--- config.mk ---
export PLATFORM = sky130hd
export DESIGN_NAME = http_request_header_parser
export DESIGN_NICKNAME = d
export VERILOG_FILES = /design/src/design/hrp_pkg.sv /design/src/design/hrp_step.sv /design/src/design/http_request_header_parser.sv
export SDC_FILE = /design/constraint.sdc
export NUM_CORES = 1
export LEC_CHECK = 0
export ABC_AREA = 1
export ABC_CLOCK_PERIOD_IN_PS = 9000
export BUFFER_PORTS_ARGS = -buffer_cell sky130_fd_sc_hd__clkbuf_2
export CAP_MARGIN = 10
export CORE_MARGIN = 4
export CORE_UTILIZATION = 27
export DETAILED_ROUTE_END_ITERATION = 10
export PLACE_DENSITY = 0.44
export SYNTH_ARGS = -nofsm -noshare
export SYNTH_HDL_FRONTEND = slang
export SYNTH_HIERARCHICAL = 1
export SYNTH_SLANG_ARGS = --single-unit
--- constraint.sdc ---
create_clock -name clk -period 9 [get_ports clk]
set_input_delay 2.7 -clock clk [delete_from_list [all_inputs] [get_ports clk]]
set_output_delay 2.7 -clock clk [all_outputs]
set_load 0.005 [all_outputs]
--- src/design/hrp_pkg.sv ---
// Shared types, codes and character tables for the HTTP request header parser.
`default_nettype none

package hrp_pkg;

  // Default width of the Content-Length accumulator and body counter.
  localparam int unsigned LENGTH_BITS_DEFAULT = 32;

  // Characters the parser looks for.
  localparam logic [7:0] CH_CR    = 8'h0D;
  localparam logic [7:0] CH_LF    = 8'h0A;
  localparam logic [7:0] CH_SP    = 8'h20;
  localparam logic [7:0] CH_COLON = 8'h3A;
  localparam logic [7:0] CH_SLASH = 8'h2F;
  localparam logic [7:0] CH_ZERO  = 8'h30;
  localparam logic [7:0] CH_NINE  = 8'h39;

  // Last three path bytes that, followed by a slash, form a parent reference.
  localparam logic [23:0] PARENT_WINDOW = 24'h2F2E2E;

  // Token lengths.
  localparam logic [4:0] GET_LEN   = 5'd3;
  localparam logic [4:0] POST_LEN  = 5'd4;
  localparam logic [4:0] CLEN_LEN  = 5'd14;
  localparam logic [4:0] COUNT_MAX = 5'd31;

  // Byte kinds.
  localparam logic [2:0] KIND_NONE    = 3'd0;
  localparam logic [2:0] KIND_PATH    = 3'd1;
  localparam logic [2:0] KIND_VERSION = 3'd2;
  localparam logic [2:0] KIND_HNAME   = 3'd3;
  localparam logic [2:0] KIND_HVALUE  = 3'd4;
  localparam logic [2:0] KIND_BODY    = 3'd5;

  // Events.
  localparam logic [2:0] EV_NONE      = 3'd0;
  localparam logic [2:0] EV_METHOD_OK = 3'd1;
  localparam logic [2:0] EV_PATH_END  = 3'd2;
  localparam logic [2:0] EV_LINE_END  = 3'd3;
  localparam logic [2:0] EV_NAME_END  = 3'd4;
  localparam logic [2:0] EV_HDR_END   = 3'd5;
  localparam logic [2:0] EV_DONE      = 3'd6;

  // Request status codes.
  localparam logic [2:0] ST_BUSY    = 3'd0;
  localparam logic [2:0] ST_DONE    = 3'd1;
  localparam logic [2:0] ST_BAD     = 3'd2;
  localparam logic [2:0] ST_NOTIMPL = 3'd3;
  localparam logic [2:0] ST_FORBID  = 3'd4;

  // Parser phases.
  typedef enum logic [7:0] {
    PH_METHOD  = 8'b0000_0001,
    PH_PATH    = 8'b0000_0010,
    PH_VERSION = 8'b0000_0100,
    PH_NEWLINE = 8'b0000_1000,
    PH_HNAME   = 8'b0001_0000,
    PH_HVALUE  = 8'b0010_0000,
    PH_BODY    = 8'b0100_0000,
    PH_HALT    = 8'b1000_0000
  } hrp_phase_t;

  // One input transaction.
  typedef struct packed {
    logic [7:0] rx_byte;
    logic       new_request;
  } hrp_in_t;

  // One result transaction.
  typedef struct packed {
    logic [7:0]  out_byte;
    logic [2:0]  byte_kind;
    logic [2:0]  event_res;
    logic        method_is_post;
    logic        path_ends_in_slash;
    logic [2:0]  status;
    logic [31:0] body_length;
  } hrp_out_t;

  // Parser control state, apart from the length counters.
  typedef struct packed {
    hrp_phase_t  phase;
    logic [2:0]  status;
    logic        post_method;
    logic [4:0]  token_count;
    logic [1:0]  method_flags;
    logic        length_name_match;
    logic [23:0] path_window;
    logic        path_forbidden;
  } hrp_state_t;

  // Expected character of "GET" at a position.
  function automatic logic [7:0] get_char(input logic [4:0] idx);
    logic [7:0] ch;
    case (idx)
      5'd0:    ch = 8'h47;
      5'd1:    ch = 8'h45;
      5'd2:    ch = 8'h54;
      default: ch = 8'h00;
    endcase
    return ch;
  endfunction

  // Expected character of "POST" at a position.
  function automatic logic [7:0] post_char(input logic [4:0] idx);
    logic [7:0] ch;
    case (idx)
      5'd0:    ch = 8'h50;
      5'd1:    ch = 8'h4F;
      5'd2:    ch = 8'h53;
      5'd3:    ch = 8'h54;
      default: ch = 8'h00;
    endcase
    return ch;
  endfunction

  // Expected character of "Content-Length" at a position.
  function automatic logic [7:0] clen_char(input logic [4:0] idx);
    logic [7:0] ch;
    case (idx)
      5'd0:    ch = 8'h43;
      5'd1:    ch = 8'h6F;
      5'd2:    ch = 8'h6E;
      5'd3:    ch = 8'h74;
      5'd4:    ch = 8'h65;
      5'd5:    ch = 8'h6E;
      5'd6:    ch = 8'h74;
      5'd7:    ch = 8'h2D;
      5'd8:    ch = 8'h4C;
      5'd9:    ch = 8'h65;
      5'd10:   ch = 8'h6E;
      5'd11:   ch = 8'h67;
      5'd12:   ch = 8'h74;
      5'd13:   ch = 8'h68;
      default: ch = 8'h00;
    endcase
    return ch;
  endfunction

  // Reset value of the control state.
  function automatic hrp_state_t state_reset();
    hrp_state_t s;
    s.phase             = PH_METHOD;
    s.status            = ST_BUSY;
    s.post_method       = 1'b0;
    s.token_count       = 5'd0;
    s.method_flags      = 2'b11;
    s.length_name_match = 1'b0;
    s.path_window       = 24'd0;
    s.path_forbidden    = 1'b0;
    return s;
  endfunction

endpackage

`default_nettype wire

--- src/design/hrp_step.sv ---
// Per-byte next-state and result logic of the HTTP request header parser.
`default_nettype none

module hrp_step
  import hrp_pkg::*;
#(
  parameter int unsigned LENGTH_BITS = LENGTH_BITS_DEFAULT
) (
  input  hrp_state_t             cur_state,
  input  logic [LENGTH_BITS-1:0] cur_len,
  input  logic [LENGTH_BITS-1:0] cur_rem,
  input  hrp_in_t                item,
  output hrp_state_t             nxt_state,
  output logic [LENGTH_BITS-1:0] nxt_len,
  output logic [LENGTH_BITS-1:0] nxt_rem,
  output hrp_out_t               result
);

  localparam int unsigned LW = LENGTH_BITS;

  hrp_state_t    s;
  logic [LW-1:0] len_v;
  logic [LW-1:0] rem_v;
  logic [7:0]    c;
  logic [2:0]    kind;
  logic [2:0]    ev;
  logic          slash;
  logic [LW+3:0] acc;
  logic [LW+3:0] acc_len;
  logic [LW+31:0] len_ext;
  logic          is_digit;
  logic [4:0]    tc_inc;

  assign c        = item.rx_byte;
  assign is_digit = (c >= CH_ZERO) && (c <= CH_NINE);

  // Decimal accumulate: len * 10 + digit, one wide add; overflow shows above LW bits.
  // The start-of-request reset applies before the byte is looked at.
  assign acc_len = item.new_request ? '0 : {4'b0000, cur_len};
  assign acc     = (acc_len << 3) + (acc_len << 1) + {{LW{1'b0}}, c[3:0]};

  always_comb begin
    if (item.new_request) begin
      s     = state_reset();
      len_v = '0;
      rem_v = '0;
    end else begin
      s     = cur_state;
      len_v = cur_len;
      rem_v = cur_rem;
    end
    kind   = KIND_NONE;
    ev     = EV_NONE;
    slash  = 1'b0;
    tc_inc = (s.token_count < COUNT_MAX) ? s.token_count + 5'd1 : s.token_count;

    // Carriage returns are dropped in every phase.
    if (c != CH_CR) begin
      unique case (s.phase)
        PH_METHOD: begin
          if (c == CH_SP) begin
            if (s.token_count == 5'd0) begin
              s.status = ST_BAD;
              s.phase  = PH_HALT;
            end else if (s.method_flags[0] && s.token_count == GET_LEN) begin
              s.post_method = 1'b0;
              ev            = EV_METHOD_OK;
            end else if (s.method_flags[1] && s.token_count == POST_LEN) begin
              s.post_method = 1'b1;
              ev            = EV_METHOD_OK;
            end else begin
              s.status = ST_NOTIMPL;
              s.phase  = PH_HALT;
            end
            if (ev == EV_METHOD_OK) begin
              s.phase          = PH_PATH;
              s.token_count    = 5'd0;
              s.path_window    = 24'd0;
              s.path_forbidden = 1'b0;
            end
          end else if (c == CH_LF || c == CH_COLON) begin
            s.status = ST_BAD;
            s.phase  = PH_HALT;
          end else begin
            if (s.token_count >= GET_LEN || get_char(s.token_count) != c) begin
              s.method_flags[0] = 1'b0;
            end
            if (s.token_count >= POST_LEN || post_char(s.token_count) != c) begin
              s.method_flags[1] = 1'b0;
            end
            s.token_count = tc_inc;
          end
        end
        PH_PATH: begin
          if (c == CH_SP) begin
            if (s.token_count == 5'd0) begin
              s.status = ST_BAD;
              s.phase  = PH_HALT;
            end else if (s.path_forbidden) begin
              s.status = ST_FORBID;
              s.phase  = PH_HALT;
            end else begin
              ev      = EV_PATH_END;
              slash   = (s.path_window[7:0] == CH_SLASH);
              s.phase = PH_VERSION;
            end
          end else if (c == CH_LF) begin
            s.status = ST_BAD;
            s.phase  = PH_HALT;
          end else begin
            kind = KIND_PATH;
            if (s.path_window == PARENT_WINDOW && c == CH_SLASH) begin
              s.path_forbidden = 1'b1;
            end
            s.path_window = {s.path_window[15:0], c};
            s.token_count = tc_inc;
          end
        end
        PH_VERSION: begin
          if (c == CH_SP) begin
            s.status = ST_BAD;
            s.phase  = PH_HALT;
          end else if (c == CH_LF) begin
            ev      = EV_LINE_END;
            s.phase = PH_NEWLINE;
          end else begin
            kind = KIND_VERSION;
          end
        end
        PH_NEWLINE: begin
          if (c == CH_SP || c == CH_COLON) begin
            s.status = ST_BAD;
            s.phase  = PH_HALT;
          end else if (c == CH_LF) begin
            if (s.post_method && len_v != '0) begin
              rem_v   = len_v;
              s.phase = PH_BODY;
              ev      = EV_HDR_END;
            end else begin
              s.status = ST_DONE;
              s.phase  = PH_HALT;
              ev       = EV_DONE;
            end
          end else begin
            kind                = KIND_HNAME;
            s.phase             = PH_HNAME;
            s.length_name_match = (c == clen_char(5'd0));
            s.token_count       = 5'd1;
          end
        end
        PH_HNAME: begin
          if (c == CH_SP || c == CH_LF) begin
            s.status = ST_BAD;
            s.phase  = PH_HALT;
          end else if (c == CH_COLON) begin
            if (s.length_name_match && s.token_count == CLEN_LEN) begin
              len_v = '0;
            end else begin
              s.length_name_match = 1'b0;
            end
            ev            = EV_NAME_END;
            s.phase       = PH_HVALUE;
            s.token_count = 5'd0;
          end else begin
            kind = KIND_HNAME;
            if (s.token_count >= CLEN_LEN || clen_char(s.token_count) != c) begin
              s.length_name_match = 1'b0;
            end
            s.token_count = tc_inc;
          end
        end
        PH_HVALUE: begin
          if (c == CH_LF) begin
            if (s.token_count == 5'd0) begin
              s.status = ST_BAD;
              s.phase  = PH_HALT;
            end else begin
              s.phase = PH_NEWLINE;
            end
          end else if (c == CH_SP && s.token_count == 5'd0) begin
            // A leading space of the value is skipped.
            kind = KIND_NONE;
          end else begin
            kind          = KIND_HVALUE;
            s.token_count = tc_inc;
            if (s.length_name_match) begin
              if (is_digit) begin
                len_v = (|acc[LW+3:LW]) ? '1 : acc[LW-1:0];
              end else begin
                s.length_name_match = 1'b0;
              end
            end
          end
        end
        PH_BODY: begin
          kind  = KIND_BODY;
          rem_v = rem_v - {{(LW-1){1'b0}}, 1'b1};
          if (rem_v == '0) begin
            s.status = ST_DONE;
            s.phase  = PH_HALT;
            ev       = EV_DONE;
          end
        end
        PH_HALT: begin
          kind = KIND_NONE;
        end
        default: begin
          kind = KIND_NONE;
        end
      endcase
    end
  end

  // The length is shown on 32 bits, saturated when the counter is wider.
  assign len_ext = {32'd0, len_v};

  assign nxt_state = s;
  assign nxt_len   = len_v;
  assign nxt_rem   = rem_v;

  assign result.out_byte           = c;
  assign result.byte_kind          = kind;
  assign result.event_res          = ev;
  assign result.method_is_post     = s.post_method;
  assign result.path_ends_in_slash = slash;
  assign result.status             = s.status;
  assign result.body_length        = (|len_ext[LW+31:32]) ? 32'hFFFF_FFFF : len_ext[31:0];

endmodule

`default_nettype wire

--- src/design/http_request_header_parser.sv ---
// Top level of the HTTP request header parser: state registers and result skid buffer.
//
// Takes one request byte per input transaction and returns exactly one result
// transaction for it, tagging path, version, header and body bytes, flagging
// request events and the request status, and decoding Content-Length on the fly.
// A byte can be accepted every clock cycle while the skid entry is empty, and its
// result is registered. The result side holds an output register plus one skid
// entry, so input is taken while a result waits and stops only once both are
// occupied. The per-byte work is a single pass of phase logic and one decimal
// multiply-add of the length counter, which sets the clock path.
`default_nettype none

module http_request_header_parser
  import hrp_pkg::*;
#(
  parameter int unsigned LENGTH_BITS = LENGTH_BITS_DEFAULT
) (
  input  logic     clk,
  input  logic     rst_n,
  input  logic     in_valid,
  output logic     in_ready,
  input  hrp_in_t  in_data,
  output logic     out_valid,
  input  logic     out_ready,
  output hrp_out_t out_data
);

  hrp_state_t             state_r, state_nxt;
  logic [LENGTH_BITS-1:0] len_r, len_nxt;
  logic [LENGTH_BITS-1:0] rem_r, rem_nxt;
  hrp_out_t               step_res;

  logic     out_valid_r, out_valid_nxt;
  hrp_out_t out_data_r, out_data_nxt;
  logic     skid_valid_r, skid_valid_nxt;
  hrp_out_t skid_data_r, skid_data_nxt;

  logic in_fire;

  hrp_step #(
    .LENGTH_BITS(LENGTH_BITS)
  ) u_step (
    .cur_state(state_r),
    .cur_len  (len_r),
    .cur_rem  (rem_r),
    .item     (in_data),
    .nxt_state(state_nxt),
    .nxt_len  (len_nxt),
    .nxt_rem  (rem_nxt),
    .result   (step_res)
  );

  assign in_ready = !skid_valid_r;
  assign in_fire  = in_valid && in_ready;

  // Parser state advances on every accepted transaction.
  always_ff @(posedge clk) begin
    if (!rst_n) begin
      state_r <= state_reset();
      len_r   <= '0;
      rem_r   <= '0;
    end else if (in_fire) begin
      state_r <= state_nxt;
      len_r   <= len_nxt;
      rem_r   <= rem_nxt;
    end
  end

  // Output register with one skid entry behind it.
  always_comb begin
    out_valid_nxt  = out_valid_r;
    out_data_nxt   = out_data_r;
    skid_valid_nxt = skid_valid_r;
    skid_data_nxt  = skid_data_r;
    if (!out_valid_r || out_ready) begin
      out_valid_nxt  = skid_valid_r || in_fire;
      out_data_nxt   = skid_valid_r ? skid_data_r : step_res;
      skid_valid_nxt = 1'b0;
    end else if (in_fire) begin
      skid_valid_nxt = 1'b1;
      skid_data_nxt  = step_res;
    end
  end

  always_ff @(posedge clk) begin
    if (!rst_n) begin
      out_valid_r  <= 1'b0;
      skid_valid_r <= 1'b0;
    end else begin
      out_valid_r  <= out_valid_nxt;
      skid_valid_r <= skid_valid_nxt;
    end
  end

  always_ff @(posedge clk) begin
    out_data_r  <= out_data_nxt;
    skid_data_r <= skid_data_nxt;
  end

  assign out_valid = out_valid_r;
  assign out_data  = out_data_r;

  // The skid entry is only ever filled behind a held output.
  a_skid_behind_out: assert property (@(posedge clk) disable iff (!rst_n)
    skid_valid_r |-> out_valid_r)
    else $error("skid entry valid while output register empty");

  // A halted parser always carries a final status.
  a_halt_has_status: assert property (@(posedge clk) disable iff (!rst_n)
    (state_r.phase == PH_HALT) |-> (state_r.status != ST_BUSY))
    else $error("parser halted with status still in progress");

  // The body phase never runs with nothing left to take.
  a_body_nonzero: assert property (@(posedge clk) disable iff (!rst_n)
    (state_r.phase == PH_BODY) |-> (rem_r != '0))
    else $error("body phase with zero bytes remaining");

  // Bytes after the end of a request are not tagged and raise no event.
  a_halt_quiet: assert property (@(posedge clk) disable iff (!rst_n)
    (in_fire && state_r.phase == PH_HALT && !in_data.new_request)
      |-> (step_res.byte_kind == KIND_NONE && step_res.event_res == EV_NONE))
    else $error("halted parser produced a tagged byte or event");

endmodule

`default_nettype wire
Word level (Yosys, flattened, before mapping)
Memory sizes are Yosys's and may differ from the RTL's.
Index checks and enable logic that the tools add are counted.

operators by class
  add/subtract/negate cells = 4
  $lt $le $gt $ge = 6
  eq/ne operators = 24
  multiplexer cells = 139
  bitwise operators = 2
  reduce and logical (&&, ||, !) cells = 24

operators by type and width
  operator                 count
  $mux W32                 16
  $mux W8                  22
  $pmux W32 S2             2
  $mux W11                 11
  $mux W25                 4
  $mux W45                 2
  $mux W3                  28
  $pmux W11 S7             1
  $mux W5                  11
  $mux W51                 1
  $pmux W25 S2             1
  $eq A8 B6 Y1 const B     5
  $add A36 B36 Y36         1
  $add A36 B4 Y36          1
  $pmux W3 S6              2
  $logic_not A32 Y1        1
  $reduce_bool A32 Y1      1
  $sub A32 B1 Y32 const B  1
  $pmux W7 S4              1
  $mux W1                  25
  $pmux W5 S5              1
  $eq A24 B22 Y1 const B   1
  $ne A8 B8 Y1             3
  $pmux W7 S3              1
  other kinds (30)         56

word-level totals
  bits in registers = 213
  memory bits (read-only) = 112
  input port bits = 13
  memories kept = 1

memory list
  name             depth  bits a word  read ports  clocked after memory_dff  wr ports  RTL line        text
  (no name shown)  16     7            1           0                         0         hrp_pkg.sv:120  case (idx)

Logic depth before layout (Yosys ltp)
  depth in word-level cells = 15
  gate-level depth with buffers = 34
  depth with buffers taken out = 30

Modules after synthesis
The synthesis kept the hierarchy.

by module, submodules not included
  module                      instances  cells each  area each (um^2)
  hrp_step                    1          2080        10264.8
  http_request_header_parser  1          974         8363.0

Worst setup path before layout
No wires, ideal clock.

  path kind = in2reg
  start = in out_ready
  end = reg skid_data_r[0] in the netlist's numbering (enable)
  setup time = 460 ps
  arrival time = 6198 ps
  path slack = 2342 ps
  cell stages on the path = 3
  path buffers = 0
  cell sequence = inv_1 > nand2_1 > nor2_1

between the ends
  cells in the longest elaborated chain, start to end = 3

RTL lines
  element                      RTL line                          text
  start, declared              http_request_header_parser.sv:24  input logic out_ready,
  $logic_or A1 B1 Y1           http_request_header_parser.sv:75  if (!out_valid_r || out_ready) begin
  $not A1 Y1 (no line)         n/a
  $reduce_and A2 Y1 (no line)  n/a
  end signal, assigned         http_request_header_parser.sv:97  skid_data_r <= skid_data_nxt;
  end, declared                http_request_header_parser.sv:36  hrp_out_t skid_data_r, skid_data_nxt;

Every way passes these cells.
A chain may end at the register's enable or synchronous reset.

Worst setup path after layout
  start = in in_data[0] in the netlist's numbering
  end = reg len_r[23]

between the ends
  cells in the longest elaborated chain, start to end = 11
  elaborated cells between the ends (all ways) = 22
  classes of those cells = add/sub (2); eq/ne (3); mux (13); reduce/logical (4)

RTL lines
  element               RTL line                          text
  start, declared       http_request_header_parser.sv:22  input hrp_in_t in_data,
  $mux W32              hrp_step.sv:39, hrp_step.sv:43
  $add A36 B36 Y36      hrp_step.sv:40                    assign acc = (acc_len << 3) + (acc_len << 1) + {{LW{1'b0}}, c[3:0]};
  $add A36 B4 Y36       hrp_step.sv:40
  $reduce_or A4 Y1      hrp_step.sv:188                   len_v = (|acc[LW+3:LW]) ? '1 : acc[LW-1:0];
  $mux W32              hrp_step.sv:188
  $mux W32              hrp_step.sv:187                   if (is_digit) begin
  $mux W32              hrp_step.sv:186                   if (s.length_name_match) begin
  $mux W32              hrp_step.sv:180                   end else if (c == CH_SP && s.token_count == 5'd0) begin
  $mux W32              hrp_step.sv:173                   if (c == CH_LF) begin
  $pmux W32 S2          hrp_step.sv:59                    unique case (s.phase)
  $mux W32 (*)          hrp_step.sv:58                    if (c != CH_CR) begin
  via len_nxt[23]       http_request_header_parser.sv:29  logic [LENGTH_BITS-1:0] len_r, len_nxt;
  end signal, assigned  http_request_header_parser.sv:64  len_r <= len_nxt;
  end, declared         http_request_header_parser.sv:29

Mark *: on every way through the listed nets, which the timed path passes. The rest lies on a longest branch.

==> metrics.csv <==
stage,metric,value,unit
run_status,outcome,completed,
global_routing,vias in the first global route,17800,
global_routing,initial antenna violation count,2,
timing,Fin Setup TNS,0,ns
clock_network,clock buffer depth,3,
synthesis,"FF+latch count, synth",213,
critical_path,worst reg2reg setup slack,4.59,ns
synthesis,Post-synth EDFFs,102,
drt,initial drt markers,1539,
floorplan,core footprint,0.0685,sq mm
finish,antenna diode instance count,0,
drt,final WL,70.3,mm
timing,Final period util,76.6,%
drt,DRC Markers,0,
power_and_ir_drop,PD cells,141,mW/mm^2
synthesis,Post-Syn Area,0.0186,sq mm
critical_path,crit-path cells,clkbuf_2 -> buf_4 -> nor2_1 -> ha_1 -> ha_1 -> nand2_1 -> a21oi_1 -> nor2_1 -> nand2_1 -> a21oi_1 -> nand2_1 -> nand2_1 -> nand2_1 -> nor2_4 -> nand2_4 -> inv_4 -> nand3_1 -> nand2_1 -> o211ai_1 -> inv_1 -> nand3_1 -> nand2_1 -> nor2_1,
drt,met2 routed WL,30.9,mm
global_routing,Global Route Usage Sum,18.5,%
clock_network,hold-fix buffers at CTS,0,
run,MaxCap Viol Count,0,
placement,I/O Buffers,65,
drt,vias per inst,4.83,
global_routing,Congestion Overflow GR,0,
finish,share of cells above drive strength 1,8.56,%
timing,Highest Clock Rate,145,MHz
placement,Final HPWL DP,51.7,mm
floorplan,num rows,96,
finish,post-route cell area,0.0203,sq mm
critical_path,crit-path max FO,18,
clock_network,"CTS clk-pin slew, worst paths",0.06,ns
clock_network,Resize count post-CTS,0,
clock_network,Clock Latency Late Sink,0.56,ns
clock_network,CTS Buf Count,28,
clock_network,post-CTS repair timing setup buffer count,0,
synthesis,Avg Inst Size Synth,6.10,sq um
drt,Routed WL per cell,17.9,microns
power_and_ir_drop,maximum vdd drop,0.133,mV
synthesis,Post-synth ARST share,0,%
floorplan,io pins,66,
synthesis,Ys Warns,6,
timing,worst rel slew slack,27.1,%
timing,RSZ-0062 raised after global routing,false,
synthesis,sequential share of the synthesized area,28.4,%
critical_path,Crit path required time,9.45,ns
critical_path,CP max stage cell,nor2_1,
synthesis,synth cell count leaders,"nand2_1, nor2_1, inv_1",
placement,DP Area,0.0193,sq mm
clock_network,clock root buffer,clkbuf_16,
drt,final antenna-violating net count,0,
synthesis,top-count cell post-synth,nand2_1,
power_and_ir_drop,Lkg Pwr,10.3,nW
drt,via count,19000,
floorplan,Initial Util,27.2,%
synthesis,Synth Instances,3054,
drt,met1 WL,34.2,mm
synthesis,Synth cell types,60,
timing,max-slew violations,0,
floorplan,die height,271,microns
finish,Area growth syn-to-layout,8.81,%
drt,DR WL met3,3.55,mm
timing,worst slew pin tran,1.09,ns
timing,clk_skew,0.0226,ns
placement,gpl congestion,0.908,
critical_path,Crit path arrival time,7.35,ns
synthesis,Syn Nets,3139,
critical_path,WP buf/inv,4,
clock_network,clk sinks,213,
global_routing,largest net degree at the start of global routing,77,
critical_path,kind of cell adding the most delay to the critical path,simple AND/OR/NAND/NOR gates,
timing,clock period minus worst slack,6.90,ns
critical_path,Critical Path Start Type,input pin,
synthesis,"top cells by area, synth","nand2_1, edfxtp_1, dfxtp_1, nor2_1, inv_1",
timing,Hold Fails Final Rpt,0,
clock_network,H-Tree Depth,1,
clock_network,TritonCTS clock tree,built,
critical_path,Crit. End Element,register,
drt,1st-pass router iterations,6,
synthesis,post-synth top area share,19.8,%
drt,Top Layer Used,met5,
floorplan,Die X-Extent,271,microns
global_routing,global-route wire length before repair,109,mm
critical_path,Crit path largest cell delay,0.84,ns
floorplan,die area,0.0733,sq mm
timing,Final setup viols,0,
critical_path,crit path kind,input pin to register,
finish,nets,3101,
power_and_ir_drop,total power,0.00285,W
synthesis,Main synth FF type,dfxtp_1,
min_path,worst hold-check path type,register to register,
critical_path,cell repeated most along the worst path,nand2_1,
synthesis,"area leader, netlist",nand2_1,
## worst paths after layout
check,from,end,cells past startpoint
min,state_r[27]$_SDFFE_PN1P_,state_r[27]$_SDFFE_PN1P_,2
max reg2reg,len_r[20]$_SDFFE_PN0P_,len_r[23]$_SDFFE_PN0P_,23
max,in_data[0],len_r[23]$_SDFFE_PN0P_,23
min reg2reg,state_r[27]$_SDFFE_PN1P_,state_r[27]$_SDFFE_PN1P_,2
## per-stage QoR
stage,cells,utilization [%],hold slack [ns],worst slack (ns)
after detailed placement,3868,28.3,0.436,1.57
after global routing,3920,29.6,0.490,1.75
after floorplan,3054,-,0.421,2.34
after CTS,3920,29.6,0.453,2.16
after global placement,3868,28.3,0.434,1.55
final,3920,29.6,0.450,2.10
## cells in the final DEF, fill, tap and decap left out, types with 4 or more instances in the layout
master,instances
or2_2,4
o32ai_1,6
edfxtp_1,102
a31oi_1,7
clkbuf_2,63
nor2_4,10
nand2_4,11
nand2_1,980
xor2_1,17
o2111ai_1,4
o22ai_1,19
dfxtp_1,110
clkinv_2,5
o21ai_1,34
clkinvlp_4,6
buf_4,32
nor2_1,411
ha_1,71
a21oi_1,134
o211ai_1,15
o21ai_2,8
a211oi_1,4
nand3b_1,5
nor3_1,27
clkinv_1,6
inv_2,17
nor2_2,27
nand2_2,26
o21ai_0,145
o21bai_1,13
inv_1,368
clkbuf_16,29
nor4_1,10
nand3_1,242
nand4_1,27
## power by group
group / switching (W) / total (W) / internal, W
logic: 0.000434 / 0.000615 / 0.000181
clock network: 0.000467 / 0.00112 / 0.000655
registers: 0.0000359 / 0.00111 / 0.00108
## worst reg2reg max path, stage by stage, from the launching register on
cell and delay, ns:
dfxtp_1 0.33, inv_1 0.08, nor2_1 0.65, buf_4 0.26
ha_1 0.23, ha_1 0.37, nand2_1 0.14, inv_1 0.05
a21oi_1 0.19, nand2_1 0.11, a21oi_1 0.28, nand2_1 0.10
nand2_1 0.06, nand2_1 0.07, nor2_4 0.27, nand2_4 0.13
inv_4 0.20, nand3_1 0.23, nand2_1 0.12, o211ai_1 0.15
inv_1 0.09, nand3_1 0.07, nand2_1 0.09, nor2_1 0.05
## per-layer routing
layer  global-route usage [%]  up-vias
met1                     26.7     8762
met3                     2.16       86
met2                     29.5      460
met4                     4.80        2
li1                         -     9643
met5                        0        -
## cell families after synthesis
logic type	Yosys count	share of synthesized area (%)
AO/OA/AOI/OAI	404	12.2
XOR/XNOR	20	0.940
adder cells (fa/ha/maj)	72	4.88
buffers and inverters	555	13.2
flip-flops	213	28.4
AND/OR/NAND/NOR	1790	40.4
## state kept, by name, summed over array words and instances (netlist names)
name and cells:
out_data 51, out_valid 1, state_r 45, len_r 32
skid_valid_r 1, skid_data_r 51, rem_r 32
## final cells by class
cell class	instances	area, sq um
inverters	392	1490
fillers	7771	48200
clock inverters	19	171
flip-flops and latches	213	5290
clock buffers	33	751
well taps	882	1100
repair buffers	95	556
multi-input cells	2286	10900
Note: power is estimated with default switching activity, not from simulation.
